**config.mk**
```make
export PLATFORM = sky130hd
export DESIGN_NAME = prescaled_match_timer_top
export DESIGN_NICKNAME = d
export VERILOG_FILES = /design/src/design/pmt_pkg.sv /design/src/design/prescaled_match_timer_top.sv
export SDC_FILE = /design/constraint.sdc
export NUM_CORES = 1
export LEC_CHECK = 0
export BUFFER_PORTS_ARGS = -buffer_cell sky130_fd_sc_hd__buf_2
export CORE_MARGIN = 8
export CORE_UTILIZATION = 60
export CTS_CLUSTER_SIZE = 28
export DETAILED_ROUTE_END_ITERATION = 7
export GPL_TIMING_DRIVEN = 0
export PLACE_DENSITY = 0.79
export SKIP_LAST_GASP = 1
export SYNTH_ARGS = -nofsm -noshare
export SYNTH_HDL_FRONTEND = slang
export SYNTH_SLANG_ARGS = --single-unit
```
**constraint.sdc**
```tcl
create_clock -name clk -period 7.9 [get_ports clk]
set_input_delay 1.185 -clock clk [delete_from_list [all_inputs] [get_ports clk]]
set_output_delay 1.185 -clock clk [all_outputs]
set_load 0.01 [all_outputs]
```
**src/design/pmt_pkg.sv**
```systemverilog
// Package for the prescaled match timer: field widths, access codes and
// register indexes. No dependencies.
package pmt_pkg;

  // Data path widths
  localparam int DataWidth     = 32;
  localparam int FlagWidth     = 4;
  localparam int ActionBits    = 3;
  localparam int CfgIndexWidth = 3;

  // Channel count range and default
  localparam int MaxMatchChannels     = 4;
  localparam int DefaultMatchChannels = 4;

  // Item kinds
  typedef enum logic [1:0] {
    MODE_TICK  = 2'd0,
    MODE_WRITE = 2'd1,
    MODE_READ  = 2'd2
  } mode_t;

  // Bus-visible registers
  typedef enum logic [1:0] {
    SEL_FLAGS    = 2'd0,
    SEL_CONTROL  = 2'd1,
    SEL_COUNT    = 2'd2,
    SEL_PRESCALE = 2'd3
  } reg_sel_t;

  // Configuration register indexes
  localparam logic [CfgIndexWidth-1:0] CFG_PRESCALE_LIMIT = 3'd0;
  localparam logic [CfgIndexWidth-1:0] CFG_MATCH_A        = 3'd1;
  localparam logic [CfgIndexWidth-1:0] CFG_MATCH_ACTIONS  = 3'd5;

  // Control register bit positions
  localparam int CtrlEnableBit = 0;
  localparam int CtrlHoldBit   = 1;

  // Action bit positions within one channel's group
  localparam int ActFlagBit  = 0;
  localparam int ActClearBit = 1;
  localparam int ActStopBit  = 2;

endpackage

```
**src/design/prescaled_match_timer_top.sv**
```systemverilog
// Prescaled match timer: prescaler, 32-bit count, match channels, sticky flags.
// Depends on pmt_pkg.
//
//  channel | handshake               | payload
//  --------+-------------------------+--------------------------------------
//  in      | in_valid / in_stall     | mode, reg_select, write_data
//  out     | out_valid / out_stall   | read_data, irq, match_flags, running
//  cfg     | cfg_valid / cfg_ready   | cfg_index, cfg_data
//
// One item is taken per cycle unless stalled; its result is registered in the
// output register or skid. The state update is one pass of prescale compare,
// count increment and the match compares. A skid register behind the output
// holds one word while out_stall is high; in_stall rises only while the skid
// is full. rst clears all state and configuration. cfg_ready is always high.
module prescaled_match_timer_top #(
  parameter int MATCH_CHANNELS = pmt_pkg::DefaultMatchChannels
) (
  input  logic                                clk,
  input  logic                                rst,
  // Input items
  input  logic                                in_valid,
  output logic                                in_stall,
  input  logic [1:0]                          mode,
  input  logic [1:0]                          reg_select,
  input  logic [pmt_pkg::DataWidth-1:0]       write_data,
  // Result items
  output logic                                out_valid,
  input  logic                                out_stall,
  output logic [pmt_pkg::DataWidth-1:0]       read_data,
  output logic                                irq,
  output logic [pmt_pkg::FlagWidth-1:0]       match_flags,
  output logic                                running,
  // Configuration writes
  input  logic                                cfg_valid,
  output logic                                cfg_ready,
  input  logic [pmt_pkg::CfgIndexWidth-1:0]   cfg_index,
  input  logic [pmt_pkg::DataWidth-1:0]       cfg_data
);
  import pmt_pkg::*;

  localparam int ActWidth = ActionBits * MATCH_CHANNELS;

  typedef struct packed {
    logic [DataWidth-1:0] read_data;
    logic                 irq;
    logic [FlagWidth-1:0] flags;
    logic                 running;
  } result_t;

  // Configuration registers
  logic [DataWidth-1:0] prescale_limit;
  logic [DataWidth-1:0] match_value [MATCH_CHANNELS];
  logic [ActWidth-1:0]  match_actions;

  // Timer state
  logic [DataWidth-1:0]      count_value, count_value_next;
  logic [DataWidth-1:0]      prescale_count, prescale_count_next;
  logic                      enable_bit, enable_bit_next;
  logic                      reset_hold, reset_hold_next;
  logic [MATCH_CHANNELS-1:0] flag_bits, flag_bits_next;
  logic                      clear_pending, clear_pending_next;

  // Output register and skid
  result_t out_word, skid_word, result_next;
  logic    skid_valid;
  logic    in_accept, out_take;

  logic [DataWidth-1:0]      advanced_count;
  logic [MATCH_CHANNELS-1:0] hit, set_flags;
  logic                      do_clear, do_stop;
  logic [DataWidth-1:0]      rd;

  assign cfg_ready = 1'b1;
  assign in_stall  = skid_valid;
  assign in_accept = in_valid && !skid_valid;
  assign out_take  = out_valid && !out_stall;

  // Take configuration writes; indexes past the list are dropped
  always_ff @(posedge clk) begin
    if (rst) begin
      prescale_limit <= '0;
      match_actions  <= '0;
      for (int ch = 0; ch < MATCH_CHANNELS; ch++) begin
        match_value[ch] <= '0;
      end
    end else if (cfg_valid && cfg_ready) begin
      if (cfg_index == CFG_PRESCALE_LIMIT) begin
        prescale_limit <= cfg_data;
      end
      if (cfg_index == CFG_MATCH_ACTIONS) begin
        match_actions <= cfg_data[ActWidth-1:0];
      end
      for (int ch = 0; ch < MATCH_CHANNELS; ch++) begin
        if (cfg_index == CfgIndexWidth'(int'(CFG_MATCH_A) + ch)) begin
          match_value[ch] <= cfg_data;
        end
      end
    end
  end

  // Count value after one advance, and the match decode against it
  always_comb begin
    advanced_count = clear_pending ? '0 : count_value + 1'b1;
    set_flags = '0;
    do_clear  = 1'b0;
    do_stop   = 1'b0;
    for (int ch = 0; ch < MATCH_CHANNELS; ch++) begin
      hit[ch]       = (advanced_count == match_value[ch]);
      set_flags[ch] = hit[ch] && match_actions[ActionBits*ch + ActFlagBit];
      do_clear      = do_clear || (hit[ch] && match_actions[ActionBits*ch + ActClearBit]);
      do_stop       = do_stop  || (hit[ch] && match_actions[ActionBits*ch + ActStopBit]);
    end
  end

  // Next timer state and read data for the current item
  always_comb begin
    count_value_next    = count_value;
    prescale_count_next = prescale_count;
    enable_bit_next     = enable_bit;
    reset_hold_next     = reset_hold;
    flag_bits_next      = flag_bits;
    clear_pending_next  = clear_pending;
    rd                  = '0;
    case (mode)
      MODE_TICK: begin
        if (reset_hold) begin
          count_value_next    = '0;
          prescale_count_next = '0;
          clear_pending_next  = 1'b0;
        end else if (enable_bit) begin
          if (prescale_count >= prescale_limit) begin
            prescale_count_next = '0;
            count_value_next    = advanced_count;
            flag_bits_next      = flag_bits | set_flags;
            clear_pending_next  = do_clear;
            if (do_stop) begin
              enable_bit_next = 1'b0;
            end
          end else begin
            prescale_count_next = prescale_count + 1'b1;
          end
        end
      end
      MODE_WRITE: begin
        case (reg_select)
          SEL_FLAGS: begin
            flag_bits_next = flag_bits & ~write_data[MATCH_CHANNELS-1:0];
          end
          SEL_CONTROL: begin
            enable_bit_next = write_data[CtrlEnableBit];
            reset_hold_next = write_data[CtrlHoldBit];
            if (write_data[CtrlHoldBit]) begin
              count_value_next    = '0;
              prescale_count_next = '0;
              clear_pending_next  = 1'b0;
            end
          end
          SEL_COUNT:    count_value_next    = write_data;
          SEL_PRESCALE: prescale_count_next = write_data;
          default:      count_value_next    = count_value;
        endcase
      end
      MODE_READ: begin
        case (reg_select)
          SEL_FLAGS:    rd = DataWidth'(flag_bits);
          SEL_CONTROL:  rd = DataWidth'({reset_hold, enable_bit});
          SEL_COUNT:    rd = count_value;
          SEL_PRESCALE: rd = prescale_count;
          default:      rd = '0;
        endcase
      end
      default: rd = '0;
    endcase

    result_next.read_data = rd;
    result_next.irq       = |flag_bits_next;
    result_next.flags     = FlagWidth'(flag_bits_next);
    result_next.running   = enable_bit_next;
  end

  // Hold timer state; advance it on each accepted item
  always_ff @(posedge clk) begin
    if (rst) begin
      count_value    <= '0;
      prescale_count <= '0;
      enable_bit     <= 1'b0;
      reset_hold     <= 1'b0;
      flag_bits      <= '0;
      clear_pending  <= 1'b0;
    end else if (in_accept) begin
      count_value    <= count_value_next;
      prescale_count <= prescale_count_next;
      enable_bit     <= enable_bit_next;
      reset_hold     <= reset_hold_next;
      flag_bits      <= flag_bits_next;
      clear_pending  <= clear_pending_next;
    end
  end

  // Output register with a one-word skid behind it
  always_ff @(posedge clk) begin
    if (rst) begin
      out_valid  <= 1'b0;
      skid_valid <= 1'b0;
    end else begin
      if (out_take || !out_valid) begin
        if (skid_valid) begin
          out_valid  <= 1'b1;
          skid_valid <= 1'b0;
        end else begin
          out_valid <= in_accept;
        end
      end else if (in_accept) begin
        skid_valid <= 1'b1;
      end
    end
  end

  always_ff @(posedge clk) begin
    if (out_take || !out_valid) begin
      if (skid_valid) begin
        out_word <= skid_word;
      end else if (in_accept) begin
        out_word <= result_next;
      end
    end else if (in_accept) begin
      skid_word <= result_next;
    end
  end

  assign read_data   = out_word.read_data;
  assign irq         = out_word.irq;
  assign match_flags = out_word.flags;
  assign running     = out_word.running;

`ifndef NO_ASSERTIONS
  // A word in the skid always has a word ahead of it
  assert property (@(posedge clk) disable iff (rst) skid_valid |-> out_valid)
    else $error("skid holds a word while the output register is empty");

  // The interrupt tracks the flags in every word shown
  assert property (@(posedge clk) disable iff (rst)
    out_valid |-> (irq == (match_flags != '0)))
    else $error("irq disagrees with match_flags");

  // A tick under reset hold leaves both counters at zero
  assert property (@(posedge clk) disable iff (rst)
    (in_accept && mode == MODE_TICK && reset_hold) |=>
      (count_value == '0 && prescale_count == '0 && !clear_pending))
    else $error("counters moved while held in reset");

  // The enable only drops on an accepted item
  assert property (@(posedge clk) disable iff (rst)
    $fell(enable_bit) |-> $past(in_accept))
    else $error("enable dropped without an item");

  // Nothing is accepted while the skid is full
  assert property (@(posedge clk) disable iff (rst)
    (skid_valid && out_stall) |=> $stable(count_value))
    else $error("timer state changed while stalled");
`endif

endmodule
```
==> impl_metrics.env, run 1 <==
export IMPL_ys_ff_latch=321
export IMPL_synth_top_area_cell="edfxtp_1"
export IMPL_synth_async_reset_ratio=0
export IMPL_ys_top_cells_by_area="edfxtp_1, dfxtp_1, and2_1"
export IMPL_synth_distinct_cells=98
export IMPL_htree_levels=2
export IMPL_clockRootBuffer="clkbuf_16"
export IMPL_start_kind="flop"
export IMPL_syn_inst=2150
export IMPL_power_leakage_nw=7.550
export IMPL_vias=19240
export IMPL_hold_class="flop to flop"
export IMPL_crit_start="clear_pending"
export IMPL_yosysSeqAreaShare=0.4382
export IMPL_fillers=2455
export IMPL_r2r_start="clear_pending"
export IMPL_r2r_slack_ps=1160
export IMPL_ir_worst_vdd_mv=0.2149
export IMPL_slew_limit_headroom=-0.03344
export IMPL_dp_hpwl_mm=59.12
export IMPL_avgViaCountPerCell=7.022
export IMPL_grt_pass1_vias=17840
export IMPL_drc_errors=0
export IMPL_portBuffers=114
export IMPL_cp_end_kind="flop"
export IMPL_start_util=0.6108
export IMPL_drt_pass1_iter_count=6
export IMPL_ff2ff_path_depth=13
export IMPL_violations="max-capacitance violations, max-slew violations"
export IMPL_cts_setup_buffers=0
export IMPL_drv_slew=6
export IMPL_die_h_um=195.5
export IMPL_grt_max_degree=34
export IMPL_netlist_top_cells_count="nand2_1, edfxtp_1, nor2_1"
export IMPL_worst_slew_pin_slew_ps=1538
export IMPL_cts_resized=0
export IMPL_period_share=0.8537
export IMPL_layout_drive_gt1_share=0.1083
export IMPL_detail_route_antenna_nets=0
export IMPL_final_core_util=0.6891
export IMPL_drt_wl_total_mm=76.58
export IMPL_final_seq_area_um2=8468
export IMPL_path_max_fanout=10
export IMPL_hold_viol=0
export IMPL_multi_input_area_um2=10070
export IMPL_drt_iter0_markers=3020
export IMPL_antenna_found_initial=4
export IMPL_setup_violations=0
export IMPL_die_width_um=195.5
export IMPL_hold_buffers=0
export IMPL_max_freq_mhz=148.3
export IMPL_clock_latency_ps=540
export IMPL_post_route_min_period_ps=6744
export IMPL_crit_type="flop to flop"
export IMPL_grt_usage=0.3866
export IMPL_clock_path_buffers=3
export IMPL_avgSynthCellArea_um2=8.988
export IMPL_clock_sinks=321
export IMPL_overflow=0
export IMPL_placeableCoreArea_um2=31640
export IMPL_layout_nets=2425
export IMPL_gp_congestion=1.040
export IMPL_endpoint="irq"
export IMPL_clk_pin_slew_ps=60
export IMPL_syn_area_um2=19320
export IMPL_syn_to_final_growth_pct=12.82
export IMPL_skew_ps=19.94
export IMPL_grt_pass1_wl_mm=111.6
export IMPL_yosysTopAreaCellShare=0.3170
export IMPL_synth_edf_count=204
export IMPL_wire_per_inst_um=27.95
export IMPL_syn_nets=2265
export IMPL_die_area_um2=38200
export IMPL_rsz0062_at_grt="no"
export IMPL_cts_inserted_buffers=36
export IMPL_ys_warn_count=0
export IMPL_status="complete, but fails checks"
export IMPL_synth_most_common_cell="nand2_1"
export IMPL_fin_tns_setup_ps=0
export IMPL_crit_required_ps=8280
export IMPL_rows=65
export IMPL_power_density_nw_per_um2=192.1
export IMPL_cts_tree="done"
export IMPL_num_io_pins=117
export IMPL_drv_cap=1
export IMPL_cp_arrival_ps=7120
export IMPL_timing_rr_end="irq"
export IMPL_synth_top_flop_cell="edfxtp_1"
==> stage by stage <==
step / cells / power, mW / instance area [um2] / worst slack [ps] / hold slack (ps)
after floorplan: 2150 / 2.246 / 19320 / 3734 / 436.0
after global placement: 2666 / 2.452 / 20400 / 1515 / 443.2
after detailed placement: 2673 / 2.474 / 20590 / 1585 / 446.5
after CTS: 2738 / 4.160 / 21780 / 1509 / 454.1
after global routing: 2740 / 4.275 / 21800 / 1229 / 468.6
final: 2740 / 4.187 / 21800 / 1156 / 454.0
==> placed cells by master, fill, tap and decap left out, drive strengths merged, types with 57 or more instances in the layout <==
cell      n
buf     153
and2    151
edfxtp  204
clkbuf  170
a21oi   128
a22oi    59
nor2    194
inv      65
nor3     67
nand2   248
nand3    57
dfxtp   117
o21ai    69
==> logic make-up (layout without fill, tap and decap cells) <==
family / after synthesis / count (layout) / share of synthesized area
AND/OR/NAND/NOR: 954 / 954 / 0.2532
AO/OA/AOI/OAI: 530 / 530 / 0.1928
flip-flops: 321 / 321 / 0.4382
buffers and inverters: 214 / 401 / 0.04468
XOR/XNOR: 74 / 74 / 0.03535
adder cells (fa/ha/maj): 39 / 39 / 0.02525
multiplexers: 17 / 17 / 0.01036
other: 1 / 2 / 0.0001941
==> power breakdown <==
part | switching, mW | internal, mW
sequential | 0.0705 | 1.86
combinational | 0.364 | 0.175
clock | 0.717 | 0.998
total | 1.15 | 3.04
==> routing by layer <==
layer / vias up / track usage / routed length (um)
li1: 8320 / - / -
met1: 9148 / 0.5143 / 29800
met2: 1467 / 0.5722 / 32320
met3: 303 / 0.1056 / 10170
met4: 2 / 0.1954 / 4276
met5: - / 0 / 18
==> final cells by class <==
type	instances	area share
Antenna cell	1	0.0001148
Buffer	151	0.02875
Clock buffer	50	0.04614
Clock inverter	15	0.008322
Inverter	63	0.01085
Multi-Input combinational cell	1615	0.4621
Sequential cell	321	0.3884
Tap cell	402	0.02307
Timing Repair Buffer	122	0.03225
==> worst min-delay path by stage <==
stage | startpoint | to | slack, ps | cells after the start
6_report | prescale_limit[13] | prescale_limit[13] | 450 | 2
5_1_grt | match_actions[9] | match_actions[9] | 470 | 2
4_1_cts | match_actions[6] | match_actions[6] | 450 | 2
3_5_place_dp | match_actions[6] | match_actions[6] | 450 | 2
3_3_place_gp | match_actions[8] | match_actions[8] | 440 | 2
2_1_floorplan | match_actions[11] | match_actions[11] | 440 | 2
==> worst max-delay path: stages, from the launching register on <==
cell and delay, ps:
dfxtp_1 310, clkbuf_1 330, clkbuf_1 620, clkbuf_1 700
clkbuf_1 720, clkbuf_1 750, a41oi_1 130, o311ai_0 760
o21ai_0 330, nor4_1 1110, a21oi_1 370, inv_1 160
nor2_1 50, a32oi_1 200
==> sequential cells by signal, summed over array words and instances, names as in the netlist <==
| name | count |
|---|---|
| clear_pending | 1 |
| count_value | 32 |
| enable_bit | 1 |
| flag_bits | 4 |
| in_stall | 1 |
| irq | 1 |
| match_actions | 12 |
| match_flags | 4 |
| match_value | 128 |
| out_valid | 1 |
| prescale_count | 32 |
| prescale_limit | 32 |
| read_data | 32 |
| reset_hold | 1 |
| running | 1 |
| skid_word | 38 |
Note: power is estimated with default switching activity, not from simulation.
==> run 2, diff against run 1 <==
--- a/config.mk
+++ b/config.mk
@@ -7,11 +7,10 @@
 export LEC_CHECK = 0
 export BUFFER_PORTS_ARGS = -buffer_cell sky130_fd_sc_hd__buf_2
 export CORE_MARGIN = 8
-export CORE_UTILIZATION = 60
+export CORE_UTILIZATION = 40
 export CTS_CLUSTER_SIZE = 28
 export DETAILED_ROUTE_END_ITERATION = 7
 export GPL_TIMING_DRIVEN = 0
-export PLACE_DENSITY = 0.79
 export SKIP_LAST_GASP = 1
 export SYNTH_ARGS = -nofsm -noshare
 export SYNTH_HDL_FRONTEND = slang
==> run 2 against run 1 <==
  * The run now ends clean
  * Cell count increased by 7.9%
  * First-iteration DRC count decreased by 21%
  * Sequential power about the same
  * Non-clock buffer count down 1
  * Routed wire length is 5.8% higher
  * Via count shrank 3.8%
  * Clock power hardly changed
  * Total power increased by 0.68%
  * Hold slack gained 0.87 ps
  * Sequential share of layout area decreased by 0.45 points
  * Register-to-register slack better by 40 ps
==> impl_metrics.env, run 2 (synthesis results as in run 1) <==
export IMPL_grt_pass1_wl_mm=117.5
export IMPL_p_seq_frac=0.458
export IMPL_max_stage_delay_ps=1060
export IMPL_path_max_fanout=10
export IMPL_fin_tns_setup_ps=0
export IMPL_setup_violations=0
export IMPL_post_route_min_period_ps=6702
export IMPL_num_io_pins=117
export IMPL_comb_power_share=0.128
export IMPL_rows=80
export IMPL_overflow=0
export IMPL_place_area_um2=20840
export IMPL_ir_worst_vdd_mv=0.1291
export IMPL_multi_input_area_um2=10070
export IMPL_gp_congestion=0.9937
export IMPL_post_place_cells=2886
export IMPL_grt_max_degree=33
export IMPL_drt_pass1_iter_count=8
export IMPL_status="finished, final reports clean"
export IMPL_hold_viol=0
export IMPL_p_switching_mw=1.198
export IMPL_fin_cells=2957
export IMPL_hold_class="flop to flop"
export IMPL_final_cell_mix="nand2_1, edfxtp_1, nor2_1, and2_1, buf_2"
export IMPL_crit_chain="clkbuf_1 -> clkbuf_1 -> clkbuf_1 -> clkbuf_1 -> clkbuf_1 -> a41oi_1 -> o311ai_0 -> o21ai_0 -> nor4_1 -> a21oi_1 -> inv_1 -> nor2_1 -> a32oi_1"
export IMPL_die_width_um=235.8
export IMPL_drv_cap=0
export IMPL_clock_path_buffers=3
export IMPL_p_clk_frac=0.413
export IMPL_slowest_stage="nor4_1"
export IMPL_die_h_um=235.8
export IMPL_layout_nets=2426
export IMPL_fillers=4697
export IMPL_crit_type="flop to flop"
export IMPL_crit_required_ps=8300
export IMPL_worst_slew_pin_slew_ps=1339
export IMPL_final_seq_area_um2=8468
export IMPL_clockRootBuffer="clkbuf_16"
export IMPL_portBuffers=114
export IMPL_cts_tree="done"
export IMPL_power_internal_mw=3.018
export IMPL_drc_errors=0
export IMPL_syn_to_final_growth_pct=14.15
export IMPL_cts_inserted_buffers=38
export IMPL_largestRegisters="match_value x128, skid_word x38"
export IMPL_detail_route_antenna_nets=0
export IMPL_cpMostUsedCell="clkbuf_1"
export IMPL_antenna_found_initial=1
export IMPL_clock_latency_ps=580
export IMPL_cts_resized=0
export IMPL_largest_reg_flops=128
export IMPL_drt_iter0_markers=2391
export IMPL_power_leakage_nw=7.548
export IMPL_drt_wl_total_mm=81.02
export IMPL_grt_usage=0.2816
export IMPL_placeableCoreArea_um2=47750
export IMPL_slew_limit_headroom=0.09920
export IMPL_cts_setup_buffers=0
export IMPL_period_share=0.8484
export IMPL_max_freq_mhz=149.2
export IMPL_rsz0062_at_grt="no"
export IMPL_start_util=0.4047
export IMPL_drv_slew=0
export IMPL_layout_drive_gt1_share=0.1081
export IMPL_htree_levels=2
export IMPL_cp_arrival_ps=7100
export IMPL_vias=18520
export IMPL_clk_pin_slew_ps=60
export IMPL_crit_buf_inv=6
export IMPL_power_density_nw_per_um2=191.1
export IMPL_critPathTopFamily="buffers and inverters"
export IMPL_avgViaCountPerCell=6.262
export IMPL_die_area_um2=55600
export IMPL_hold_buffers=0
export IMPL_fin_area_um2=22060
export IMPL_cp_end_kind="flop"
export IMPL_grt_pass1_vias=17400
export IMPL_start_kind="flop"
export IMPL_clock_sinks=321
export IMPL_power_switching_share=0.2841
export IMPL_layout_commonest_cell="nand2_1"
export IMPL_dp_hpwl_mm=63.91
export IMPL_wire_per_inst_um=27.40
export IMPL_top_register="match_value"
export IMPL_skew_ps=18.08
## run 2: cell types whose count changed in the layout (fill, tap and decap cells not counted), moves of 2 or more
cell       before  now
clkinv_2        3    9
clkbuf_8        5    0
clkinv_1        2    6
clkbuf_16      36   39
clkbuf_2        2    0
inv_6           1    3
## run 2: power groups by stage
stage	sequential (mW)	clock, mW	combinational (mW)
CTS	1.93	1.76	0.528
detailed placement	1.96	0	0.526
global placement	1.97	0	0.507
floorplan	1.95	0	0.301
global route	1.94	1.81	0.576
finish	1.93	1.74	0.542
## run 2: worst register-to-register path, cell delays in order (launching register included)
cell,delay [ps]
dfxtp_1,300
clkbuf_1,360
clkbuf_1,690
clkbuf_1,680
clkbuf_1,790
clkbuf_1,650
a41oi_1,110
o311ai_0,700
o21ai_0,360
nor4_1,1060
a21oi_1,410
inv_1,160
nor2_1,50
a32oi_1,210
## run 2: final timing paths
kind	startpoint	endpoint	slack, ps	cells past startpoint
worst max-delay path	clear_pending	irq	1200	13
worst min-delay path	prescale_limit[8]	prescale_limit[8]	450	2
worst max register to register	clear_pending	irq	1200	13
worst min register to register	prescale_limit[8]	prescale_limit[8]	450	2
## run 2: cell type report
type / count / area share
multi-input combinational: 1615 / 0.4564
sequential: 321 / 0.3839
clock buffer: 45 / 0.04527
tap: 615 / 0.03489
timing repair buffer: 121 / 0.03097
buffer: 151 / 0.02842
inverter: 63 / 0.01072
clock inverter: 25 / 0.009303
antenna: 1 / 0.0001134
## run 2: per-layer routing
layer / wire, um / up-vias / global-route usage
met5: 0 / - / 0
met4: 3709 / 0 / 0.1240
met3: 7182 / 189 / 0.05573
met2: 35400 / 978 / 0.4292
met1: 34720 / 9039 / 0.3846
li1: - / 8311 / -
## run 2: through the flow
stage	hold slack [ps]	setup slack (ps)	utilization	power, mW
5_1_grt	471.7	962.9	0.4619	4.329
2_1_floorplan	436.0	3734	-	2.246
3_5_place_dp	447.8	1501	0.4364	2.490
6_report	454.9	1198	0.4620	4.216
4_1_cts	455.7	1447	0.4616	4.217
3_3_place_gp	443.2	1428	0.4328	2.475
